==> src/hw/rtl/pcoc_pkg.sv <==
// Shared types and constants for the phase current offset calibrator.
// No dependencies; every other file of the block imports this package.
package pcoc_pkg;

	localparam int SUM_BITS    = 32;
	localparam int OFFSET_BITS = 20;
	localparam int COUNT_BITS  = 16;
	localparam int CMD_BITS    = 2;
	localparam int PHASE_BITS  = 2;
	localparam int CFG_IDX_BITS = 1;
	localparam int CFG_DATA_BITS = 16;

	localparam logic [CMD_BITS-1:0] CMD_SAMPLE = 2'd0;
	localparam logic [CMD_BITS-1:0] CMD_START  = 2'd1;
	localparam logic [CMD_BITS-1:0] CMD_POLL   = 2'd2;

	localparam logic [PHASE_BITS-1:0] PHASE_IDLE     = 2'd0;
	localparam logic [PHASE_BITS-1:0] PHASE_SKIP     = 2'd1;
	localparam logic [PHASE_BITS-1:0] PHASE_SAMPLING = 2'd2;
	localparam logic [PHASE_BITS-1:0] PHASE_LOCKED   = 2'd3;

	localparam logic [CFG_IDX_BITS-1:0] REG_SKIP_COUNT    = 1'd0;
	localparam logic [CFG_IDX_BITS-1:0] REG_AVERAGE_COUNT = 1'd1;

	localparam logic [COUNT_BITS-1:0] SKIP_COUNT_RESET    = 16'd200;
	localparam logic [COUNT_BITS-1:0] AVERAGE_COUNT_RESET = 16'd4000;

	// Commands from the sequencer to each phase lane.
	typedef struct packed {
		logic                  clear;      // start: zero sum and held offset
		logic                  sum_clear;  // end of skip phase: zero sum
		logic                  accum;      // add the sample to the sum
		logic                  div_start;  // lock: divide sum by div_count
		logic [COUNT_BITS-1:0] div_count;
	} lane_ctrl_t;

endpackage

==> src/hw/rtl/pcoc_lane.sv <==
// One phase lane: sample accumulator, restoring divider (one quotient bit
// per cycle) and the saturated held offset. Depends on pcoc_pkg.
module pcoc_lane import pcoc_pkg::*; #(
	parameter int SAMPLE_BITS   = 16,
	parameter int FRACTION_BITS = 4
) (
	input  logic                          clk,
	input  logic                          arst_n,
	input  lane_ctrl_t                    ctrl,
	input  logic signed [SAMPLE_BITS-1:0] sample,
	output logic                          done,
	output logic signed [OFFSET_BITS-1:0] offset
);

	localparam int QW        = SUM_BITS + FRACTION_BITS;
	localparam int STEP_BITS = $clog2(QW);
	localparam logic [QW-1:0] LIM_POS = QW'((64'd1 << (OFFSET_BITS - 1)) - 64'd1);
	localparam logic [QW-1:0] LIM_NEG = QW'(64'd1 << (OFFSET_BITS - 1));

	typedef enum logic [1:0] {L_IDLE, L_LOAD, L_ITER, L_FIN} lane_state_t;

	lane_state_t              state_q;
	logic [SUM_BITS-1:0]      sum_q;
	logic [OFFSET_BITS-1:0]   held_q;
	logic                     done_q;
	logic [COUNT_BITS-1:0]    dvs_q;
	logic [QW-1:0]            dvd_q;
	logic [COUNT_BITS-1:0]    rem_q;
	logic                     neg_q;
	logic [STEP_BITS-1:0]     step_q;

	logic [SUM_BITS-1:0]      sample_ext;
	logic [SUM_BITS-1:0]      mag;
	logic [COUNT_BITS:0]      rem_sh;
	logic [COUNT_BITS:0]      rem_diff;
	logic                     ge;
	logic [QW-1:0]            q_sat;
	logic [OFFSET_BITS-1:0]   q_res;

	assign sample_ext = {{(SUM_BITS - SAMPLE_BITS){sample[SAMPLE_BITS-1]}}, sample};
	// The most negative sum negates to itself, which read unsigned is its magnitude.
	assign mag = sum_q[SUM_BITS-1] ? (~sum_q + 1'b1) : sum_q;

	assign rem_sh   = {rem_q, dvd_q[QW-1]};
	assign rem_diff = rem_sh - {1'b0, dvs_q};
	assign ge       = (rem_sh >= {1'b0, dvs_q});

	always_comb begin
		if (neg_q) begin
			q_sat = (dvd_q > LIM_NEG) ? LIM_NEG : dvd_q;
			q_res = OFFSET_BITS'(~q_sat + 1'b1);
		end else begin
			q_sat = (dvd_q > LIM_POS) ? LIM_POS : dvd_q;
			q_res = q_sat[OFFSET_BITS-1:0];
		end
	end

	always_ff @(posedge clk or negedge arst_n) begin
		if (!arst_n) begin
			state_q <= L_IDLE;
			sum_q   <= '0;
			held_q  <= '0;
			done_q  <= 1'b0;
		end else begin
			done_q <= (state_q == L_FIN);
			if (ctrl.clear) begin
				sum_q  <= '0;
				held_q <= '0;
			end else if (ctrl.sum_clear) begin
				sum_q <= '0;
			end else if (ctrl.accum) begin
				sum_q <= sum_q + sample_ext;
			end
			unique case (state_q)
				L_IDLE: begin
					if (ctrl.div_start) begin
						dvs_q   <= (ctrl.div_count == '0) ? COUNT_BITS'(1) : ctrl.div_count;
						state_q <= L_LOAD;
					end
				end
				L_LOAD: begin
					dvd_q   <= QW'(mag) << FRACTION_BITS;
					neg_q   <= sum_q[SUM_BITS-1];
					rem_q   <= '0;
					step_q  <= '0;
					state_q <= L_ITER;
				end
				L_ITER: begin
					dvd_q  <= {dvd_q[QW-2:0], ge};
					rem_q  <= ge ? rem_diff[COUNT_BITS-1:0] : rem_sh[COUNT_BITS-1:0];
					step_q <= step_q + 1'b1;
					if (step_q == STEP_BITS'(QW - 1)) begin
						state_q <= L_FIN;
					end
				end
				L_FIN: begin
					held_q  <= q_res;
					state_q <= L_IDLE;
				end
				default: state_q <= L_IDLE;
			endcase
		end
	end

	assign done   = done_q;
	assign offset = held_q;

endmodule

==> config.mk <==
export PLATFORM = sky130hd
export DESIGN_NAME = pcoc_lane
export DESIGN_NICKNAME = d
export VERILOG_FILES = /design/src/hw/rtl/pcoc_pkg.sv /design/src/hw/rtl/pcoc_lane.sv
export SDC_FILE = /design/constraint.sdc
export NUM_CORES = 1
export LEC_CHECK = 0
export ABC_CLOCK_PERIOD_IN_PS = 4900
export BUFFER_PORTS_ARGS = -buffer_cell sky130_fd_sc_hd__buf_2
export CAP_MARGIN = 20
export CELL_PAD_IN_SITES_DETAIL_PLACEMENT = 1
export CELL_PAD_IN_SITES_GLOBAL_PLACEMENT = 1
export CORE_AREA = 4 4 141 143
export CTS_CLUSTER_DIAMETER = 80
export DETAILED_ROUTE_END_ITERATION = 10
export DIE_AREA = 0 0 145 147
export GPL_TIMING_DRIVEN = 0
export PLACE_DENSITY_LB_ADDON = 0.3
export RECOVER_POWER = 100
export SLEW_MARGIN = 20
export SYNTH_ARGS = -nofsm -noshare
export SYNTH_HDL_FRONTEND = slang
export SYNTH_SLANG_ARGS = --single-unit
==> constraint.sdc <==
create_clock -name clk -period 4.9 [get_ports clk]
set_clock_uncertainty 0.1 [all_clocks]
set_input_delay 0.735 -clock clk [delete_from_list [all_inputs] [get_ports clk]]
set_output_delay 0.735 -clock clk [all_outputs]
set_load 0.05 [all_outputs]
=== After elaboration in Yosys (flattened, before gate mapping) ===
Index checks and enable logic that the tools add are counted.

* Add/subtract/negate cells: 5
* Multiplexer cells: 16
* Reductions and logical operators: 9
* Bitwise gates (word level): 2
* Equal/unequal tests: 6
* $lt $le $gt $ge: 3

{| class="wikitable"
|+ Operators by type and width
! cell !! number
|-
| 32-bit two-way mux || 4
|-
| 20-bit two-way mux || 5
|-
| 36-bit one-hot mux with 2 select lines || 1
|-
| 36-bit by 19-bit greater-than comparator with 1-bit output, second input constant || 1
|-
| 36-bit by 20-bit greater-than comparator with 1-bit output, second input constant || 1
|-
| 32-bit by 1-bit adder with 32-bit output, second input constant || 1
|-
| 32-bit adder || 1
|-
| 32-bit NOT || 1
|-
| 16-bit one-hot mux with 2 select lines || 1
|-
| 20-bit by 1-bit adder with 20-bit output, second input constant || 1
|-
| 20-bit NOT || 1
|-
| 17-bit by 16-bit >= comparator with 1-bit output || 1
|-
| 16-bit logical NOT || 1
|-
| 16-bit two-way mux || 1
|-
| 16-bit subtractor || 1
|-
| 6-bit one-hot mux with 2 select lines || 1
|-
| 2-bit one-hot mux with 4 select lines || 1
|-
| 6-bit by 1-bit adder with 6-bit output, second input constant || 1
|-
| 6-bit equality test, second input constant || 1
|-
| 2-bit AND reduction || 3
|-
| 2-bit equality test, second input constant || 2
|-
| 2-bit two-way mux || 2
|-
| 2-bit != test, second input constant || 2
|-
| 2-bit nonzero test || 2
|-
| other kinds (4) || 4
|}

* Register bits: 130
* Bits of input ports: 38
* Output and inout port bits: 21
* Word-level logic and storage cells: 50

=== Depth between registers and ports, before layout ===
* Depth after elaboration: 6
* Mapped depth: 13
* Mapped depth without buffers: 12

=== Worst setup path after synthesis ===
OpenSTA, ideal clock, no wires.

* Kind: reg2reg
* From: register sum_q[8]
* To: register dvd_q[33], data pin
* Required time: 4.537 ns
* Stages on the path, launching flop included: 10
* Setup time: 0.263 ns
* Clock period less this slack: 3.500 ns
* Path buffers: 0
* Path slack: 1.400 ns
* Data arrival time: 3.137 ns
* Path through: dfrtp_1 > or4_4 > or3_1 > or2_1 > or3_4 > or4_4 > or4_4 > o41ai_2 > xor2_1 > o21ai_1

* Word-level cells in the longest chain between the ends: 4

{| class="wikitable"
|+ RTL lines
! item !! RTL line !! RTL
|-
| start: declaration || pcoc_lane.sv:23 || <nowiki>logic [SUM_BITS-1:0] sum_q;</nowiki>
|-
| start signal: assignment || pcoc_lane.sv:72 || <nowiki>sum_q <= sum_q + sample_ext;</nowiki>
|-
| 32-bit NOT || pcoc_lane.sv:42 || <nowiki>assign mag = sum_q[SUM_BITS-1] ? (~sum_q + 1'b1) : sum_q;</nowiki>
|-
| 32-bit by 1-bit adder with 32-bit output || pcoc_lane.sv:42 ||
|-
| 32-bit two-way mux || pcoc_lane.sv:42 ||
|-
| 36-bit one-hot mux with 2 select lines || pcoc_lane.sv:74 || <nowiki>unique case (state_q)</nowiki>
|-
| end signal: assignment || pcoc_lane.sv:82 || <nowiki>dvd_q <= QW'(mag) << FRACTION_BITS;</nowiki>
|-
| end signal: assignment || pcoc_lane.sv:89 || <nowiki>dvd_q <= {dvd_q[QW-2:0], ge};</nowiki>
|-
| end: declaration || pcoc_lane.sv:27 || <nowiki>logic [QW-1:0] dvd_q;</nowiki>
|}

No other way between the ends.
A chain may end at the register's enable or synchronous reset.

=== Worst setup path in the final report ===
* From: register dvd_q[10]
* To: register held_q[14], in the netlist offset[14]

* Word-level cells in the longest chain between the ends: 6
* Elaborated cells between the ends (all ways): 8
* Those cells by class: add/sub (1); order compare (2); mux (4); bitwise (1)

{| class="wikitable"
|+ RTL lines
! item !! RTL line !! RTL
|-
| 36-bit by 20-bit greater-than comparator with 1-bit output || pcoc_lane.sv:50 || <nowiki>q_sat = (dvd_q > LIM_NEG) ? LIM_NEG : dvd_q;</nowiki>
|-
| 20-bit two-way mux || pcoc_lane.sv:50 ||
|-
| 20-bit NOT || pcoc_lane.sv:51 || <nowiki>q_res = OFFSET_BITS'(~q_sat + 1'b1);</nowiki>
|-
| 20-bit by 1-bit adder with 20-bit output || pcoc_lane.sv:51 ||
|-
| 20-bit two-way mux * || pcoc_lane.sv:49 || <nowiki>if (neg_q) begin</nowiki>
|-
| 20-bit two-way mux * || pcoc_lane.sv:74 ||
|-
| end signal: assignment || pcoc_lane.sv:97 || <nowiki>held_q <= q_res;</nowiki>
|-
| end: declaration || pcoc_lane.sv:24 || <nowiki>logic [OFFSET_BITS-1:0] held_q;</nowiki>
|}

Mark *: on every way between the ends. The rest lies on a longest branch, timed or not.

==> results <==
- The root buffer cell is clkbuf_16.
- The worst setup path category is reg -> reg.
- The total nets after synthesis is 1053.
- The largest individual stage delay along the critical path comes from the cell nor4_1.
- The die is 147 um tall.
- The internal power summed over all cells is 3180 uW.
- The time the worst path needs with I/O delays and setup is 4.38 ns.
- Clock-pin slew was measured on the worst setup and hold paths at 0.06 ns.
- The share of the Yosys chip area taken by registers is 41.1%.
- The floorplan step defined a die boundary enclosing 0.0213 mm2.
- Entering global routing, the biggest net connects 59 pins.
- The remaining global-route overflow is 0.
- The critical path goes through or3_1, clkbuf_1, nor4_1, nand4bb_1, a21oi_1, clkbuf_1, nand2_1, ha_1, nand2_1, mux2i_1, o2bb2ai_1, a21oi_1, a21o_1.
- The cell area after synthesis is 0.00884 mm2.
- Counting flops with a built-in enable in the synthesized netlist gives 75.
- The cell type with the largest total area after synthesis is edfxtp_1.
- The number of buffers inserted by port buffering is 57.
- The run finished, with violations left.
- Setup violations remaining at the end of the flow were counted as 0.
- The filler cells instantiated in the layout total 2161.
- The number of global-route vias before repair is 8028.
- Cells with a size suffix above 1 make up 5.72% of the layout.
- The analysis attributes to net switching a power of 2090 uW.
- After detailed routing, the number of remaining DRC violations is 0.
- The mean instance size in the synthesized netlist is 9.22 um2.
- Synthesis inferred 130 register bits.
- Buffers added to address setup during post-CTS repair amount to 0.
- The share of total power in sequential cells is 35.8%.
- The antenna diode count is 0.
- The path class of the tightest hold or removal check is reg -> reg.
- The async set-or-reset flop fraction in the synthesized netlist is 42.3%.
- Across the run, the number of max-cap violations was 1.
- The share of the cycle needed by the critical path after routing is 89.5%.
- For this run, the post-layout net count is 1130.
- The global-route wire length before repair is 40700 um.
- The clock latency of the later-clocked register in the worst-skew pair is 0.43 ns.
- The length in cells of the worst reg-to-reg path is 13.
- The routed design has 24300 um of wire.
- On the worst path, the slowest cell contributes a delay of 0.64 ns.
- The setup slack of the most critical reg-to-reg path is 0.52 ns.
- The final-report hold violation count came to 0.
- The switching power share of the total is 39.6%.
- The sum of negative setup slack is 0 ns.
- The transition time of the tightest slew-check pin is 3.26 ns.
- The analysis attributes to cell leakage a power of 0.00419 uW.
- Among all flip-flop cells after synthesis, the most frequent one is edfxtp_1.
- The number of buffers inserted by hold repair at cts is 0.
- The effective utilization at floorplan is 47.6%.
- Counting instances, the worst hold path has a depth of 2.
- The part of the total power dissipated in the clock network is 26.0%.
- After detailed routing, the number of vias per cell comes to 5.91.
- The nature of the critical path startpoint is a register.
- The via count is 7579.
- The sink of the worst hold path is offset[19]$_DFFE_PN0P_.
- The largest driver fanout on the critical path is 10.
- The initial antenna violation count is 0.
- The commonest cells after synthesis are 98 x nand2_1, 94 x o21ai_0, 75 x edfxtp_1, 66 x nor2_1, 57 x a21oi_1.
- The number of warnings reported in the yosys synthesis log is 0.
- Synthesis instantiated 64 different standard cells from the library.
- The maximum resistive drop on vdd is 0.000288 V.
- Synthesis handed over a netlist of 959 instances.
- The number of gates resized after cts is 0.
- The cell row count is 50.
- Routability-driven placement finished with a final weighted congestion of 0.879.
- The chip width is 145 um.
- For this run, the top clock speed supported by timing is 0.228 GHz.
- The wire-length estimate of the detail-placed layout is 18000 um.
- No sink is reached through more buffers than the 2 on the longest clock path.
- Setup repair after global routing left no endpoint under its margin.
- The launch point of the worst reg-to-reg path is dvd_q[10]$_DFFE_PP_.
- For the worst setup path, the data arrival time is 4.61 ns.
- The worst setup path is captured at a register.
- The most numerous cell in the Yosys netlist is nand2_1.
- The number of sinks driven by the clock tree is 130.
- The post-route antenna net violation count is 0.
- The slack of the critical path is 0.515 ns.
- The terminus of the critical flop-to-flop path is offset[14]$_DFFE_PN0P_.
- The post-placement setup slack is 0.615 ns.
- The power density over cell area is 526 mW/mm2.
- TritonCTS built the clock tree.
- The average detailed-routed wire length per instance is 19.0 um.
- The worst hold path startpoint is offset[19]$_DFFE_PN0P_.
- Of the total power, combinational logic draws 38.3%.
- The total count of max-transition violations in the final report is 59.
- 59 I/O pins were placed.
- The placeable core region is 0.0186 mm2.
- Counting the buffers created by CTS gives 17.
- The global-route usage over all layers is 23.3%.
- After synthesis, the cell types taking the most area are edfxtp_1 25%, dfrtp_1 16%, ha_1 7.6%.
- The depth of the CTS H-tree is 4.
- The headroom to the max-slew limit is -117%.
- The detailed router finished its first iteration with 485 violations.
- The checks that failed: capacitance limit, slew limit.
- The startpoint of the most critical setup path is dvd_q[10]$_DFFE_PP_.
- In this run the biggest area consumer among cell types represents 25.5% of the synthesized area.
- For the worst setup path, the data required time is 5.12 ns.
- For this run, the detailed router's first-pass iteration total came to 5.
- The synthesis-to-finish area growth is 13.3%.
-- flip-flops by register name (all words and copies together) (netlist names) --
signal	flops
dvd_q	36
done	1
step_q	6
dvs_q	16
state_q	2
sum_q	32
neg_q	1
offset	20
rem_q	16
-- critical path, delay by kind of cell (launching register included) --
kind | cells | cell delay, ns
buf+inv | 2 | 0.59
flops | 1 | 0.50
mux | 1 | 0.23
simple gates | 5 | 1.77
fa+ha+maj | 1 | 0.29
compound gates | 4 | 0.80
-- metrics by stage --
| stage | power (uW) | std cells | cell area (um2) | util [%] | hold WS [ns] |
|---|---|---|---|---|---|
| floorplan | 3330 | 959 | 8840 | - | 0.339 |
| finish | 5270 | 1283 | 10000 | 53.9 | 0.361 |
| global placement | 3820 | 1250 | 9420 | 50.7 | 0.347 |
| detailed placement | 3930 | 1251 | 9450 | 50.9 | 0.351 |
| CTS | 5330 | 1283 | 10100 | 54.3 | 0.311 |
| global route | 5620 | 1283 | 10000 | 53.9 | 0.399 |
-- cell usage in the layout, fill, tap and decap left out, types with 17 or more instances in the layout --
| cell type | count |
|---|---|
| nor3_1 | 17 |
| nor2_1 | 66 |
| mux2i_1 | 35 |
| edfxtp_1 | 75 |
| nand3_1 | 27 |
| ha_1 | 54 |
| xnor2_1 | 31 |
| nor2b_1 | 19 |
| nand2_1 | 98 |
| a21o_1 | 22 |
| clkbuf_1 | 93 |
| dfrtp_1 | 55 |
| a21oi_1 | 57 |
| inv_1 | 39 |
| o21ai_0 | 94 |
| clkbuf_16 | 21 |
| buf_2 | 21 |
| xor2_1 | 41 |
-- worst max path at each step --
stage                                  end  slack (ns)
floorplan              dvd_q[33]$_DFFE_PP_        1.40
global placement       dvd_q[13]$_DFFE_PP_        0.47
detailed placement  offset[14]$_DFFE_PN0P_        0.61
CTS                 offset[14]$_DFFE_PN0P_        0.63
global route           dvd_q[23]$_DFFE_PP_        0.14
finish              offset[14]$_DFFE_PN0P_        0.52
-- cell type report --
| type | count | area, um2 | area share, % |
|---|---|---|---|
| clock buffer | 26 | 554 | 5.54 |
| sequential | 130 | 3630 | 36.2 |
| inverter | 40 | 150 | 1.50 |
| clock inverter | 6 | 82.6 | 0.825 |
| timing repair buffer | 58 | 268 | 2.67 |
| multi-input combinational | 734 | 4830 | 48.2 |
| tap | 234 | 293 | 2.92 |
| buffer | 55 | 206 | 2.06 |
-- power groups by stage --
stage	Sequential, uW	Clock [uW]	Combinational (uW)
floorplan	2070	0	1260
global placement	1890	0	1930
detailed placement	1890	0	2030
CTS	1880	1380	2070
global route	1940	1430	2250
finish	1880	1370	2020
-- cells by family (layout without fill, tap and decap cells) --
logic type      after synthesis  after routing  synth area share, %
compound gates              263            263                 18.5
buf+inv                      95            185                 4.03
fa+ha+maj                    56             56                 8.10
flops                       130            130                 41.1
simple gates                306            306                 17.0
xor+xnor                     72             72                 7.13
mux                          37             37                 4.22
-- per-layer routing --
| metal | wire length (um) | GRT usage, % | share of wire [%] |
|---|---|---|---|
| met4 | 471 | 7.27 | 1.9 |
| met5 | 0 | 0 | 0 |
| met2 | 12300 | 41.6 | 51 |
| met1 | 10600 | 28.8 | 43 |
| met3 | 946 | 4.13 | 3.9 |
Note: power is estimated with default switching activity, not from simulation.
